File: src/rtl/fdtm_pkg.sv
// ----------------------------------------------------------------------------
// fdtm_pkg
// Shared types and constants for the fragment depth / transparency merge unit.
// ----------------------------------------------------------------------------
package fdtm_pkg;

  localparam int unsigned PixelsDef = 65536;
  localparam int unsigned LayersDef = 4;

  localparam logic [31:0] DepthEmpty   = 32'hFFFF_FFFF;
  localparam logic [31:0] DepthMax     = 32'hFFFF_FFFE;
  localparam logic [31:0] NearLimitRst = 32'd66;
  localparam logic [7:0]  AlphaOpaque  = 8'd255;
  localparam int unsigned IdxBits      = 16;

  typedef enum logic [1:0] {
    MODE_MERGE = 2'd0,
    MODE_CLEAR = 2'd1,
    MODE_READ  = 2'd2,
    MODE_READX = 2'd3
  } mode_e;

  typedef enum logic [2:0] {
    OUT_CLIPPED  = 3'd0,
    OUT_HIDDEN   = 3'd1,
    OUT_BASE     = 3'd2,
    OUT_INSERTED = 3'd3,
    OUT_DROPPED  = 3'd4,
    OUT_CLEARED  = 3'd5,
    OUT_READ     = 3'd6,
    OUT_UNUSED   = 3'd7
  } outcome_e;

  typedef enum logic {
    CFG_TRANSPARENCY = 1'b0,
    CFG_NEAR_LIMIT   = 1'b1
  } cfg_index_e;

  typedef struct packed {
    logic [1:0]  mode;
    logic [15:0] pixel_index;
    logic [31:0] depth;
    logic [31:0] color;
    logic [2:0]  layer_select;
  } in_item_t;

  typedef struct packed {
    logic [2:0]  outcome;
    logic [31:0] read_depth;
    logic [31:0] read_color;
  } out_item_t;

  typedef struct packed {
    logic [31:0] depth;
    logic [31:0] color;
  } entry_t;

  // controller to datapath
  typedef struct packed {
    logic load_in;
    logic rd_in;
    logic rd_reg;
    logic mod_step;
    logic exe;
    logic clr_step;
  } cmd_t;

  // datapath to controller
  typedef struct packed {
    logic clr_done;
    logic mod_done;
  } status_t;

endpackage

File: src/rtl/fdtm_ctrl.sv
// ----------------------------------------------------------------------------
// fdtm_ctrl
// Sequencer: clearing pass, index reduction, pixel read and update.
// ----------------------------------------------------------------------------
module fdtm_ctrl #(
  parameter int unsigned Pixels = 65536
) (
  input  logic                clk_i,
  input  logic                rst_ni,
  input  logic                in_valid_i,
  output logic                in_stall_o,
  output logic                out_valid_o,
  input  logic                out_stall_i,
  output fdtm_pkg::cmd_t      cmd_o,
  input  fdtm_pkg::status_t   status_i
);
  import fdtm_pkg::*;

  localparam bit NeedMod = (Pixels < 65536) && ((Pixels & (Pixels - 1)) != 0);

  typedef enum logic [2:0] {
    ST_CLEAR,
    ST_IDLE,
    ST_MOD,
    ST_RD,
    ST_EXE
  } state_e;

  state_e state_q, state_d;
  logic   out_valid_q, out_valid_d;
  logic   accept;
  logic   slot_free;

  assign in_stall_o  = (state_q != ST_IDLE);
  assign accept      = in_valid_i && !in_stall_o;
  assign slot_free   = !(out_valid_q && out_stall_i);
  assign out_valid_o = out_valid_q;

  // next state and commands
  always_comb begin
    state_d        = state_q;
    cmd_o          = '0;
    cmd_o.load_in  = accept;
    cmd_o.rd_in    = accept && !NeedMod;
    unique case (state_q)
      ST_CLEAR: begin
        cmd_o.clr_step = 1'b1;
        if (status_i.clr_done) state_d = ST_IDLE;
      end
      ST_IDLE: begin
        if (accept) state_d = NeedMod ? ST_MOD : ST_EXE;
      end
      ST_MOD: begin
        cmd_o.mod_step = 1'b1;
        if (status_i.mod_done) state_d = ST_RD;
      end
      ST_RD: begin
        cmd_o.rd_reg = 1'b1;
        state_d      = ST_EXE;
      end
      ST_EXE: begin
        cmd_o.exe = slot_free;
        if (slot_free) state_d = ST_IDLE;
      end
      default: state_d = ST_IDLE;
    endcase
  end

  // output slot occupancy
  always_comb begin
    out_valid_d = out_valid_q && out_stall_i;
    if (cmd_o.exe) out_valid_d = 1'b1;
  end

  // state and registered outputs
  always_ff @(posedge clk_i or negedge rst_ni) begin
    if (!rst_ni) begin
      state_q     <= ST_CLEAR;
      out_valid_q <= 1'b0;
    end else begin
      state_q     <= state_d;
      out_valid_q <= out_valid_d;
    end
  end

  // a result never overwrites one that is still waiting
  assert property (@(posedge clk_i) disable iff (!rst_ni)
    cmd_o.exe |-> !(out_valid_q && out_stall_i))
    else $error("result slot overwritten");

  // an update always leaves a result to deliver
  assert property (@(posedge clk_i) disable iff (!rst_ni)
    cmd_o.exe |=> out_valid_o)
    else $error("update without result");

  // nothing is accepted during the clearing pass
  assert property (@(posedge clk_i) disable iff (!rst_ni)
    (cmd_o.clr_step) |-> !cmd_o.load_in)
    else $error("transaction accepted while clearing");

  // a read is followed by the update cycle
  assert property (@(posedge clk_i) disable iff (!rst_ni)
    (cmd_o.rd_in || cmd_o.rd_reg) |=> (state_q == ST_EXE))
    else $error("read not followed by update");

endmodule

File: config.mk
export PLATFORM = sky130hd
export DESIGN_NAME = fdtm_ctrl
export DESIGN_NICKNAME = d
export VERILOG_FILES = /design/src/rtl/fdtm_pkg.sv /design/src/rtl/fdtm_ctrl.sv
export SDC_FILE = /design/constraint.sdc
export NUM_CORES = 1
export LEC_CHECK = 0
export BUFFER_PORTS_ARGS = -buffer_cell sky130_fd_sc_hd__buf_2
export CAP_MARGIN = 0
export CELL_PAD_IN_SITES_DETAIL_PLACEMENT = 1
export CELL_PAD_IN_SITES_GLOBAL_PLACEMENT = 1
export CORE_AREA = 2 2 39 41
export CTS_CLUSTER_DIAMETER = 80
export DETAILED_ROUTE_END_ITERATION = 16
export DIE_AREA = 0 0 41 43
export PLACE_DENSITY = 0.68
export SETUP_SLACK_MARGIN = 0.3
export SLEW_MARGIN = 20
export SYNTH_ARGS = -nofsm -noshare
export SYNTH_HDL_FRONTEND = slang
export SYNTH_SLANG_ARGS = --single-unit
File: constraint.sdc
create_clock -name clk_i -period 1.03 [get_ports clk_i]
set_input_delay 0.103 -clock clk_i [delete_from_list [all_inputs] [get_ports clk_i]]
set_output_delay 0.103 -clock clk_i [all_outputs]
set_load 0.02 [all_outputs]
======== Yosys cells after proc, flatten, opt, wreduce, memory -nomap -nowiden ========
Index checks and enable logic that the tools add are counted.
cells by class
  equal/unequal tests ..................... 9
  muxes and demuxes ....................... 10
  reduce and logical (&&, ||, !) cells .... 6
operators with widths
  kind                                                 number
  one-hot mux 3 bit (5 select lines)                   1
  two-way mux 3 bit                                    4
  != test 2 bit, second input constant                 4
  equality test 3 x 2 -> 1 bit, second input constant  2
  two-way mux 1 bit                                    5
  AND reduction 4 bit                                  1
  equality test 3 x 1 -> 1 bit, second input constant  1
  equality test 3 bit, second input constant           1
  zero test 3 bit                                      1
  != test 3 x 1 -> 1 bit, second input constant        1
  logical AND 1 bit                                    2
  zero test 1 bit                                      2
word-level totals
  register bits ........................... 4
  bits of input ports ..................... 6
  output and inout port bits .............. 8
  logic and storage cells ................. 27

======== Depth between registers and ports, before layout ========
Gate-level depths: netlist of run 1.
  depth after elaboration ................. 5
  depth in mapped cells ................... 4
  mapped depth without buffers ............ 3

======== Worst setup path after synthesis of run 1 ========
OpenSTA, ideal clock, no wires.
  path type ............................... flip-flop to output port
  from .................................... reg state_q[0]
  to ...................................... out cmd_o[4] (netlist name)
  data arrival time ....................... 1.136 ns
  path slack .............................. -0.209 ns
  cell stages (with the launch flop) ...... 5
  path buffers ............................ 1
  path through ............................ dfrtp_1 -> inv_2 -> or3_4 -> nor2_2 -> buf_4
between the ends
  word-level cells in the longest chain between the ends .. 3
RTL lines
  what                      RTL line         RTL
  start: declaration        fdtm_ctrl.sv:29  state_e state_q, state_d;
  start signal: assignment  fdtm_ctrl.sv:81  state_q <= state_d;
  != test 3 x 1 -> 1 bit    fdtm_ctrl.sv:34  assign in_stall_o = (state_q != ST_IDLE);
  named net in_stall_o      fdtm_ctrl.sv:11  output logic in_stall_o,
  zero test 1 bit           fdtm_ctrl.sv:35  assign accept = in_valid_i && !in_stall_o;
  logical AND 1 bit         fdtm_ctrl.sv:35
  end: declaration          fdtm_ctrl.sv:14  output fdtm_pkg::cmd_t cmd_o,
The timed path passes the listed nets, and every way through them passes these cells.

==> results of run 1 <==
-- final cells by class --
type                            count  area, µm²
Tap cell                           16       20.0
Sequential cell                     4        103
Fill cell                         169        871
Multi-Input combinational cell     21        191
Inverter                            2       7.51
Clock buffer                        3       22.5
Timing Repair Buffer               22        169
-- registers in the layout (all words and copies together) (netlist names) --
signal,flops
out_valid_o,1
state_q,3
-- power breakdown --
part           switching (mW)  total (mW)  internal (mW)  leakage [nW]
Sequential             0.0561       0.274          0.217        0.0480
Combinational           0.503        1.02          0.516         0.173
Clock                  0.0734       0.204          0.131        0.0138
Total                   0.632        1.50          0.864         0.235
-- timing repair --
action | in CTS | in global routing
pin swaps | 3 | 3
hold endpoints to repair | 4 | 0
setup buffers | 1 | 1
gates resized for setup | 15 | 7
hold buffers | 1 | 0
cloned | 0 | 0
endpoints found under the setup margin | 12 | 12
-- layout by cell type, fill, tap and decap left out, types with 2 or more instances in the layout --
master and count:
sky130_fd_sc_hd__buf_4 9, sky130_fd_sc_hd__nand2_1 3, sky130_fd_sc_hd__buf_6 5, sky130_fd_sc_hd__clkbuf_4 3, sky130_fd_sc_hd__dfrtp_1 2, sky130_fd_sc_hd__buf_2 7, sky130_fd_sc_hd__dfrtp_2 2, sky130_fd_sc_hd__nor3b_2 2
sky130_fd_sc_hd__and2_1 2, sky130_fd_sc_hd__nand4b_1 2, sky130_fd_sc_hd__nor2_4 2
-- Yosys cell counts --
master,count
sky130_fd_sc_hd__buf_4,3
sky130_fd_sc_hd__a21oi_1,1
sky130_fd_sc_hd__buf_2,1
sky130_fd_sc_hd__nor3_1,1
sky130_fd_sc_hd__o22ai_1,1
sky130_fd_sc_hd__and2_1,2
sky130_fd_sc_hd__or3_4,1
sky130_fd_sc_hd__nand4_1,1
sky130_fd_sc_hd__nor3b_2,1
sky130_fd_sc_hd__dfrtp_1,4
sky130_fd_sc_hd__inv_2,1
sky130_fd_sc_hd__clkbuf_2,1
sky130_fd_sc_hd__nor2_1,1
sky130_fd_sc_hd__nand4b_1,2
sky130_fd_sc_hd__nand3b_1,1
sky130_fd_sc_hd__inv_1,1
sky130_fd_sc_hd__nor3b_1,3
sky130_fd_sc_hd__a31oi_1,1
sky130_fd_sc_hd__nand2_1,4
sky130_fd_sc_hd__nor2_2,1
-- worst min-delay path, stage by stage --
cell and delay [ps]:
sky130_fd_sc_hd__buf_2 80, sky130_fd_sc_hd__a31oi_1 70, sky130_fd_sc_hd__nand4_1 80
-- kinds of logic (layout without fill, tap and decap cells) --
kind of cell | after synthesis | in the layout | synth area share [%]
AO/OA/AOI/OAI | 3 | 3 | 6.31
AND/OR/NAND/NOR | 18 | 18 | 43.2
flip-flops | 4 | 4 | 36.0
buffers and inverters | 7 | 27 | 14.4
-- path summary, 6_finish.rpt --
kind                                   startpoint  slack (ps)                      to  cells past startpoint
max                        state_q[0]$_DFFE_PN0P_        -340                cmd_o[5]                      4
min                                   status_i[0]         130  state_q[0]$_DFFE_PN0P_                      3
max reg2reg                state_q[0]$_DFFE_PN0P_        -130  state_q[2]$_DFFE_PN0P_                      4
min reg2reg                 out_valid_o$_DFF_PN0_         560   out_valid_o$_DFF_PN0_                      2
max in group asynchronous                  rst_ni         710   out_valid_o$_DFF_PN0_                      2
min in group asynchronous                  rst_ni         190  state_q[2]$_DFFE_PN0P_                      2
-- layer usage --
layer  global-route usage (%)  vias to the layer above
li1                         -                      148
met1                     11.4                      144
met2                     18.4                        9
met3                     6.28                        2
met4                     10.0                        0
met5                        0                        -
-- through the flow --
step / util, % / power (mW) / instance area, µm² / hold WS (ps)
after detailed placement: 27.9 / 0.999 / 387 / -89.2
after CTS: 34.5 / 1.38 / 478 / 121
final: 37.1 / 1.50 / 513 / 126
after global placement: 27.9 / 0.975 / 387 / -89.0
after floorplan: - / 0.724 / 289 / -193
after global routing: 37.1 / 1.60 / 513 / 135
==> impl_summary.log, run 1 <==
[metrics] result of the run: finished, violations left
[metrics] violations in the final reports: negative setup slack
[metrics] largest fanout of any net on the critical path: 3
[metrics] count of pins over their slew limit: 0
[metrics] number of buffers on the longest clock path: 2
[metrics] clock tree from TritonCTS: yes
[metrics] height of the die: 43 µm
[metrics] number of I/O port buffers: 13
[metrics] clk sinks: 4
[metrics] antenna violations before repair: 0
[metrics] count of inserted antenna diode cells: 0
[metrics] Critical Path End Type: output pin
[metrics] number of hold violations in the final report: 0
[metrics] headroom to the max-slew limit: 87.5%
[metrics] slew at the pin closest to its max-slew limit: 187 ps
[metrics] area overhead of the layout relative to synthesis: 84.7%
[metrics] Total Nets Final: 60
[metrics] total of max-cap violations: 0
[metrics] time the final worst path needs with I/O delays and setup: 1370 ps
[metrics] # H-tree levels: 1
[metrics] placeable core region: 1380 µm²
[metrics] source-to-sink clock delay at the later pin of the worst-skew pair: 240 ps
[metrics] final setup slack of the worst path: -345 ps
[metrics] x dimension of the die: 41 µm
[metrics] count of final setup violators: 9
[metrics] count of synthesis-stage warnings from yosys: 0
[metrics] CP startpoint kind: flop
[metrics] vias in the first global route: 286
[metrics] Synth Instances: 32
[metrics] site row count: 14
[metrics] total via count after detailed routing: 303
[metrics] Worst EP arrival: 1270 ps
[metrics] routability cong.: 0.729
[metrics] via-per-instance ratio: 4.46
[metrics] I/O pin count: 14
[metrics] number of buffers created by CTS: 3
[metrics] total die area: 1760 µm²
[metrics] DR WL met3: 35 µm
[metrics] part of the Yosys area used for sequential elements: 36.0%
[metrics] final standard cell count with taps included and fillers excluded: 68
[metrics] distinct cell type count after synthesis: 20
[metrics] Tightest Hold Check Type: input port to flop
[metrics] met2 wirelength from detailed routing: 521 µm
[metrics] initial core utilization: 20.1%
[metrics] DR pass1 iterations: 2
[metrics] total wire length: 920 µm
[metrics] pin count of the biggest net entering global routing: 9
[metrics] CTS root buf: sky130_fd_sc_hd__clkbuf_4
[metrics] Critical Path Slowest Stage Cell: sky130_fd_sc_hd__or3_4
[metrics] combined area of all synthesized cells: 278 µm²
[metrics] post-placement setup slack: -130 ps
[metrics] Net Count, Synth: 38
[metrics] post-detail-place hpwl: 625 µm
[metrics] layout cell share with drive strength beyond 1: 69.2%
[metrics] post-synthesis average cell area: 8.68 µm²
[metrics] Global Route Usage Sum: 12.2%
[metrics] DR iter-0 viols: 1
[metrics] f_max: 0.728 GHz
[metrics] Peak supply drop: 0.649 mV
[metrics] number of placed instances with taps included: 62
[metrics] clock transition time at the flip-flop clock pins of the worst setup and hold paths: 40 ps
[metrics] flip-flop and latch count after synthesis: 4
[metrics] Crit path required time: 930 ps
[metrics] CP cell instances: inv_2 > or3_4 > nor2_4 > buf_6
[metrics] setup repair after global routing missed its margin: yes
[metrics] Worst Setup Path Type: flop to output pin
[metrics] maximum single-stage delay on the critical path: 380 ps
[metrics] Crit path buffers/inverters: 2
[metrics] number of nets with antenna violations after detailed routing: 0
[metrics] fraction of synthesized cell area taken by the top area cell type: 36.0%
[metrics] global-route wire length before repair: 1320 µm
[metrics] sum of routed wire segments on met1: 348 µm
[metrics] LEAKAGE: 0.235 nW
[metrics] crit share post-route: 133%
[metrics] Worst Skew: 3.08 ps
[metrics] Wirelength per Cell: 13.5 µm
[metrics] power density over the cells: 2920 nW/µm²
[metrics] synth top area cells: sky130_fd_sc_hd__dfrtp_1 36%, sky130_fd_sc_hd__buf_4 8.1%, sky130_fd_sc_hd__nor3b_1 8.1%
[metrics] family of cells with the greatest summed delay on the critical path: simple AND/OR/NAND/NOR gates
[metrics] top routing layer used: met4
[metrics] count of unresolved DRC violations after routing: 0
[metrics] GRT overflow: 0
[metrics] cell type with the highest aggregate area in the netlist: sky130_fd_sc_hd__dfrtp_1
[metrics] TNS Setup: -2190 ps
Power figures use the tool's default switching activity.
==> run 2: changes to the inputs <==
--- a/config.mk
+++ b/config.mk
@@ -9,10 +9,10 @@
 export CAP_MARGIN = 0
 export CELL_PAD_IN_SITES_DETAIL_PLACEMENT = 1
 export CELL_PAD_IN_SITES_GLOBAL_PLACEMENT = 1
-export CORE_AREA = 2 2 39 41
+export CORE_AREA = 3 3 40 42
 export CTS_CLUSTER_DIAMETER = 80
 export DETAILED_ROUTE_END_ITERATION = 16
-export DIE_AREA = 0 0 41 43
+export DIE_AREA = 0 0 43 45
 export PLACE_DENSITY = 0.68
 export SETUP_SLACK_MARGIN = 0.3
 export SLEW_MARGIN = 20
==> impl_summary.log, run 2 (same netlist as run 1, synthesis figures left out) <==
[metrics] clock tree from TritonCTS: yes
[metrics] LEAKAGE: 0.248 nW
[metrics] FF-to-FF Start: state_q[0]$_DFFE_PN0P_
[metrics] I/O pin count: 14
[metrics] CP startpoint kind: flop
[metrics] global-route wire length before repair: 1400 µm
[metrics] slew at the pin closest to its max-slew limit: 157 ps
[metrics] final setup slack of the worst path: -347 ps
[metrics] Worst Skew: 1.06 ps
[metrics] register with the highest flop count: state_q
[metrics] Critical Path Slowest Stage Cell: sky130_fd_sc_hd__or3_4
[metrics] maximum single-stage delay on the critical path: 380 ps
[metrics] DR pass1 iterations: 1
[metrics] Wirelength per Cell: 11.6 µm
[metrics] Hold Worst Slack: 142 ps
[metrics] final standard cell count with taps included and fillers excluded: 69
[metrics] number of placed instances with taps included: 62
[metrics] number of cells traversed by the worst hold path: 3
[metrics] capturing point of the worst reg2reg path: state_q[0]$_DFFE_PN0P_
[metrics] headroom to the max-slew limit: 89.5%
[metrics] total of max-cap violations: 0
[metrics] final cell area excluding filler cells: 537 µm²
[metrics] number of I/O port buffers: 13
[metrics] time the final worst path needs with I/O delays and setup: 1380 ps
[metrics] slack of the worst reg-to-reg path: -180 ps
[metrics] clk sinks: 4
[metrics] Hold Crit Start: out_stall_i
[metrics] routability cong.: 0.768
[metrics] f_max: 0.726 GHz
[metrics] result of the run: finished, violations left
[metrics] TNS Setup: -2270 ps
[metrics] total wire length: 801 µm
[metrics] count of final setup violators: 9
[metrics] hold path endpoint: out_valid_o$_DFF_PN0_
[metrics] via-per-instance ratio: 4.38
[metrics] post-detail-place hpwl: 602 µm
[metrics] area occupied by multi-input gates: 191 µm²
[metrics] Total Nets Final: 62
[metrics] depth of the worst register-to-register path: 5
[metrics] post-layout total power: 1.52 mW
[metrics] most common cell after layout, fill and taps aside: sky130_fd_sc_hd__buf_4
[metrics] CTS root buf: sky130_fd_sc_hd__clkbuf_4
[metrics] flip-flop count of the largest register after layout: 3
[metrics] count of inserted antenna diode cells: 0
[metrics] number of buffers on the longest clock path: 2
[metrics] number of nets with antenna violations after detailed routing: 0
[metrics] layout cell share with drive strength beyond 1: 72.2%
[metrics] Peak supply drop: 1.38 mV
[metrics] Global Route Usage Sum: 10.1%
[metrics] largest fanout of any net on the critical path: 2
[metrics] setup repair after global routing missed its margin: yes
[metrics] area overhead of the layout relative to synthesis: 93.2%
[metrics] Worst EP arrival: 1270 ps
[metrics] site row count: 13
[metrics] number of hold violations in the final report: 0
[metrics] pin count of the biggest net entering global routing: 8
[metrics] vias in the first global route: 321
[metrics] x dimension of the die: 43 µm
[metrics] storage element area: 103 µm²
[metrics] power density over the cells: 2820 nW/µm²
[metrics] commonest cells after routing, fill and taps aside: 10 x sky130_fd_sc_hd__buf_4, 7 x sky130_fd_sc_hd__buf_6, 6 x sky130_fd_sc_hd__buf_2
[metrics] number of buffers created by CTS: 3
[metrics] crit share post-route: 134%
[metrics] total die area: 1940 µm²
[metrics] GRT overflow: 0
[metrics] count of unresolved DRC violations after routing: 0
[metrics] antenna violations before repair: 0
[metrics] CP cell instances: inv_2 > or3_4 > nor2_4 > buf_6
[metrics] DR iter-0 viols: 0
[metrics] FILL cells: 151
[metrics] source-to-sink clock delay at the later pin of the worst-skew pair: 240 ps
[metrics] # H-tree levels: 1
[metrics] initial core utilization: 21.6%
[metrics] total via count after detailed routing: 302
[metrics] Tightest Hold Check Type: input port to flop
[metrics] placeable core region: 1280 µm²
[metrics] height of the die: 45 µm
[metrics] Crit path required time: 930 ps
[metrics] clock transition time at the flip-flop clock pins of the worst setup and hold paths: 40 ps
[metrics] Worst Setup Path Type: flop to output pin
[metrics] Placed Area: 393 µm²
[metrics] violations in the final reports: negative setup slack
[metrics] count of pins over their slew limit: 0
[metrics] Critical Path End Type: output pin
==> run 2: final cells by class <==
type | instances | area share, %
Clock buffer | 3 | 4.20
Inverter | 2 | 1.40
Multi-Input combinational cell | 21 | 35.7
Sequential cell | 4 | 19.1
Tap cell | 15 | 3.50
Timing Repair Buffer | 24 | 36.1
==> run 2: how the worst max path moves through the flow <==
stage | endpoint | slack, ps | startpoint
after floorplan | cmd_o[4] | -210 | state_q[0]$_DFFE_PN0P_
after global placement | cmd_o[4] | -90 | state_q[0]$_DFFE_PN0P_
after detailed placement | state_q[0]$_DFFE_PN0P_ | -130 | state_q[0]$_DFFE_PN0P_
after CTS | cmd_o[4] | -350 | state_q[2]$_DFFE_PN0P_
after global routing | cmd_o[5] | -400 | state_q[2]$_DFFE_PN0P_
final | cmd_o[4] | -350 | state_q[0]$_DFFE_PN0P_
==> run 2: metal layers <==
metal	routed length, µm	part of all wire, %	track usage [%]	vias to the layer above
li1	-	-	-	154
met1	343	43	11.4	136
met2	396	49	17.4	10
met3	40	5.0	1.59	2
met4	21	2.6	7.23	0
met5	0	0	0	-
==> run 2: worst max-delay path: cells and delay by family (launching register included) <==
kind	cells	cell delay, ps
buffers and inverters	2	170
flip-flops	1	370
AND/OR/NAND/NOR	2	490
==> run 2: what timing repair did <==
item	CTS	global route
setup buffers	2	1
endpoints found under the setup margin	12	12
cloned	0	0
pin swaps	4	4
resized for setup	21	4
hold endpoints to repair	4	0
hold buffers	1	0
==> run 2: per-stage QoR <==
stage | utilization, % | setup slack, ps
2_1_floorplan | - | -209
3_3_place_gp | 30.6 | -94.8
3_5_place_dp | 30.6 | -133
4_1_cts | 39.8 | -353
5_1_grt | 41.8 | -398
6_report | 41.8 | -347
==> run 2: power breakdown <==
part	total, mW	leakage, nW	internal [mW]	switching (mW)
Combinational	1.04	0.186	0.540	0.499
Clock	0.198	0.0138	0.131	0.0674
Sequential	0.279	0.0480	0.218	0.0615
==> run 3: changes to the inputs <==
--- a/config.mk
+++ b/config.mk
@@ -13,7 +13,7 @@
 export CTS_CLUSTER_DIAMETER = 80
 export DETAILED_ROUTE_END_ITERATION = 16
 export DIE_AREA = 0 0 43 45
-export PLACE_DENSITY = 0.68
+export PLACE_DENSITY = 0.66
 export SETUP_SLACK_MARGIN = 0.3
 export SLEW_MARGIN = 20
 export SYNTH_ARGS = -nofsm -noshare
==> constraint.sdc (replaced) <==
create_clock -name clk_i -period 1.7 [get_ports clk_i]
set_input_delay 0.17 -clock clk_i [delete_from_list [all_inputs] [get_ports clk_i]]
set_output_delay 0.17 -clock clk_i [all_outputs]
set_load 0.02 [all_outputs]
==> impl_summary.log, run 3 (same netlist as run 1, synthesis figures left out) <==
[metrics] register with the highest flop count: state_q
[metrics] post-placement setup slack: 357 ps
[metrics] crit share post-route: 85.6%
[metrics] global-route wire length before repair: 1250 µm
[metrics] CP startpoint kind: flop
[metrics] vias in the first global route: 317
[metrics] total of max-cap violations: 0
[metrics] number of buffers on the longest clock path: 2
[metrics] Worst Skew: 1.78 ps
[metrics] Wirelength per Cell: 11.2 µm
[metrics] Critical Path End Type: output pin
[metrics] Worst Setup Path Type: flop to output pin
[metrics] flip-flop count of the largest register after layout: 3
[metrics] Total Nets Final: 57
[metrics] number of hold violations in the final report: 0
[metrics] x dimension of the die: 43 µm
[metrics] commonest cells after routing, fill and taps aside: 11 x sky130_fd_sc_hd__buf_2, 5 x sky130_fd_sc_hd__buf_4, 4 x sky130_fd_sc_hd__nand2_1, 3 x sky130_fd_sc_hd__nor3b_2, 3 x sky130_fd_sc_hd__clkbuf_4
[metrics] Global Route Usage Sum: 8.94%
[metrics] number of buffers created by CTS: 3
[metrics] initial core utilization: 21.6%
[metrics] FILL cells: 160
[metrics] most common cell after layout, fill and taps aside: sky130_fd_sc_hd__buf_2
[metrics] antenna violations before repair: 0
[metrics] largest fanout of any net on the critical path: 4
[metrics] Placed Area: 337 µm²
[metrics] routability cong.: 0.692
[metrics] height of the die: 45 µm
[metrics] count of pins over their slew limit: 0
[metrics] placeable core region: 1280 µm²
[metrics] Worst EP arrival: 1290 ps
[metrics] total wire length: 717 µm
[metrics] LEAKAGE: 0.208 nW
[metrics] via-per-instance ratio: 4.45
[metrics] utilization after layout: 33.4%
[metrics] number of I/O port buffers: 13
[metrics] TNS Setup: 0 ps
[metrics] pin count of the biggest net entering global routing: 11
[metrics] DR pass1 iterations: 4
[metrics] post-detail-place hpwl: 504 µm
[metrics] I/O pin count: 14
[metrics] headroom to the max-slew limit: 87.5%
[metrics] site row count: 13
[metrics] slack of the worst reg-to-reg path: 530 ps
[metrics] DR iter-0 viols: 3
[metrics] clock transition time at the flip-flop clock pins of the worst setup and hold paths: 40 ps
[metrics] total via count after detailed routing: 285
[metrics] count of final setup violators: 0
[metrics] GRT overflow: 0
[metrics] f_max: 0.687 GHz
[metrics] area overhead of the layout relative to synthesis: 54.5%
[metrics] setup repair after global routing missed its margin: yes
[metrics] # H-tree levels: 1
[metrics] CTS root buf: sky130_fd_sc_hd__clkbuf_4
[metrics] Tightest Hold Check Type: input port to flop
[metrics] power density over the cells: 1700 nW/µm²
[metrics] final cell area excluding filler cells: 429 µm²
[metrics] number of nets with antenna violations after detailed routing: 0
[metrics] total die area: 1940 µm²
[metrics] layout cell share with drive strength beyond 1: 59.2%
[metrics] Peak supply drop: 0.362 mV
[metrics] FF-to-FF Start: state_q[2]$_DFFE_PN0P_
[metrics] slew at the pin closest to its max-slew limit: 187 ps
[metrics] source-to-sink clock delay at the later pin of the worst-skew pair: 240 ps
[metrics] clk sinks: 4
[metrics] result of the run: complete, no violations
[metrics] time the final worst path needs with I/O delays and setup: 1460 ps
[metrics] worst setup path startpoint: state_q[0]$_DFFE_PN0P_
[metrics] count of inserted antenna diode cells: 0
[metrics] count of unresolved DRC violations after routing: 0
[metrics] final setup slack of the worst path: 245 ps
[metrics] clock tree from TritonCTS: yes
[metrics] Hold Crit Start: out_stall_i
[metrics] Crit path required time: 1530 ps
## run 3: cell types whose count changed in the layout (fill, tap and decap cells not counted), sizes merged
cell / previous run / this run
buf: 23 / 18
## run 3: metrics by stage
stage	cells	power [mW]	hold WS [ps]
2_1_floorplan	32	0.423	-126
3_3_place_gp	56	0.507	-21.0
3_5_place_dp	56	0.514	-22.6
4_1_cts	64	0.726	162
5_1_grt	64	0.783	180
6_report	64	0.728	164
## run 3: area by class of cell
cell class / instances / area, µm² / area share, %
Inverter: 2 / 7.51 / 1.75
Timing Repair Buffer: 19 / 125 / 29.2
Sequential cell: 4 / 103 / 23.9
Multi-Input combinational cell: 21 / 153 / 35.6
Clock buffer: 3 / 22.5 / 5.25
Tap cell: 15 / 18.8 / 4.37
## run 3: critical path, cell delays in order, from the launching register on
cell	delay, ps
sky130_fd_sc_hd__dfrtp_2	380
sky130_fd_sc_hd__inv_2	50
sky130_fd_sc_hd__or3_4	380
sky130_fd_sc_hd__nor2_4	110
sky130_fd_sc_hd__buf_6	120
## run 3: timing repair
action | CTS | global route
setup endpoints to repair | 4 | 6
resized for setup | 7 | 2
pin swaps | 0 | 0
setup buffers | 4 | 0
hold buffers | 1 | 0
hold endpoints to repair | 4 | 0
gates cloned | 0 | 0
## run 3: path summary, 6_finish.rpt
check / to / depth (start not counted)
min reg2reg: out_valid_o$_DFF_PN0_ / 2
max: cmd_o[5] / 4
min in group asynchronous: state_q[1]$_DFFE_PN0P_ / 2
max in group asynchronous: state_q[0]$_DFFE_PN0P_ / 2
max reg2reg: state_q[2]$_DFFE_PN0P_ / 4
min: out_valid_o$_DFF_PN0_ / 3
## run 3: where the power goes
part,total [mW],switching [mW],internal (mW),leakage [nW]
logic,0.445,0.244,0.201,0.146
registers,0.163,0.0309,0.132,0.0483
clock network,0.120,0.0409,0.0791,0.0138
total,0.728,0.316,0.412,0.208
## run 3: layer usage
| metal | up-vias | GRT usage, % | wire, µm |
|---|---|---|---|
| met5 | - | 0 | 0 |
| met4 | 0 | 9.04 | 20 |
| met3 | 2 | 1.20 | 19 |
| met2 | 8 | 16.2 | 377 |
| met1 | 133 | 8.52 | 300 |
| li1 | 142 | - | - |
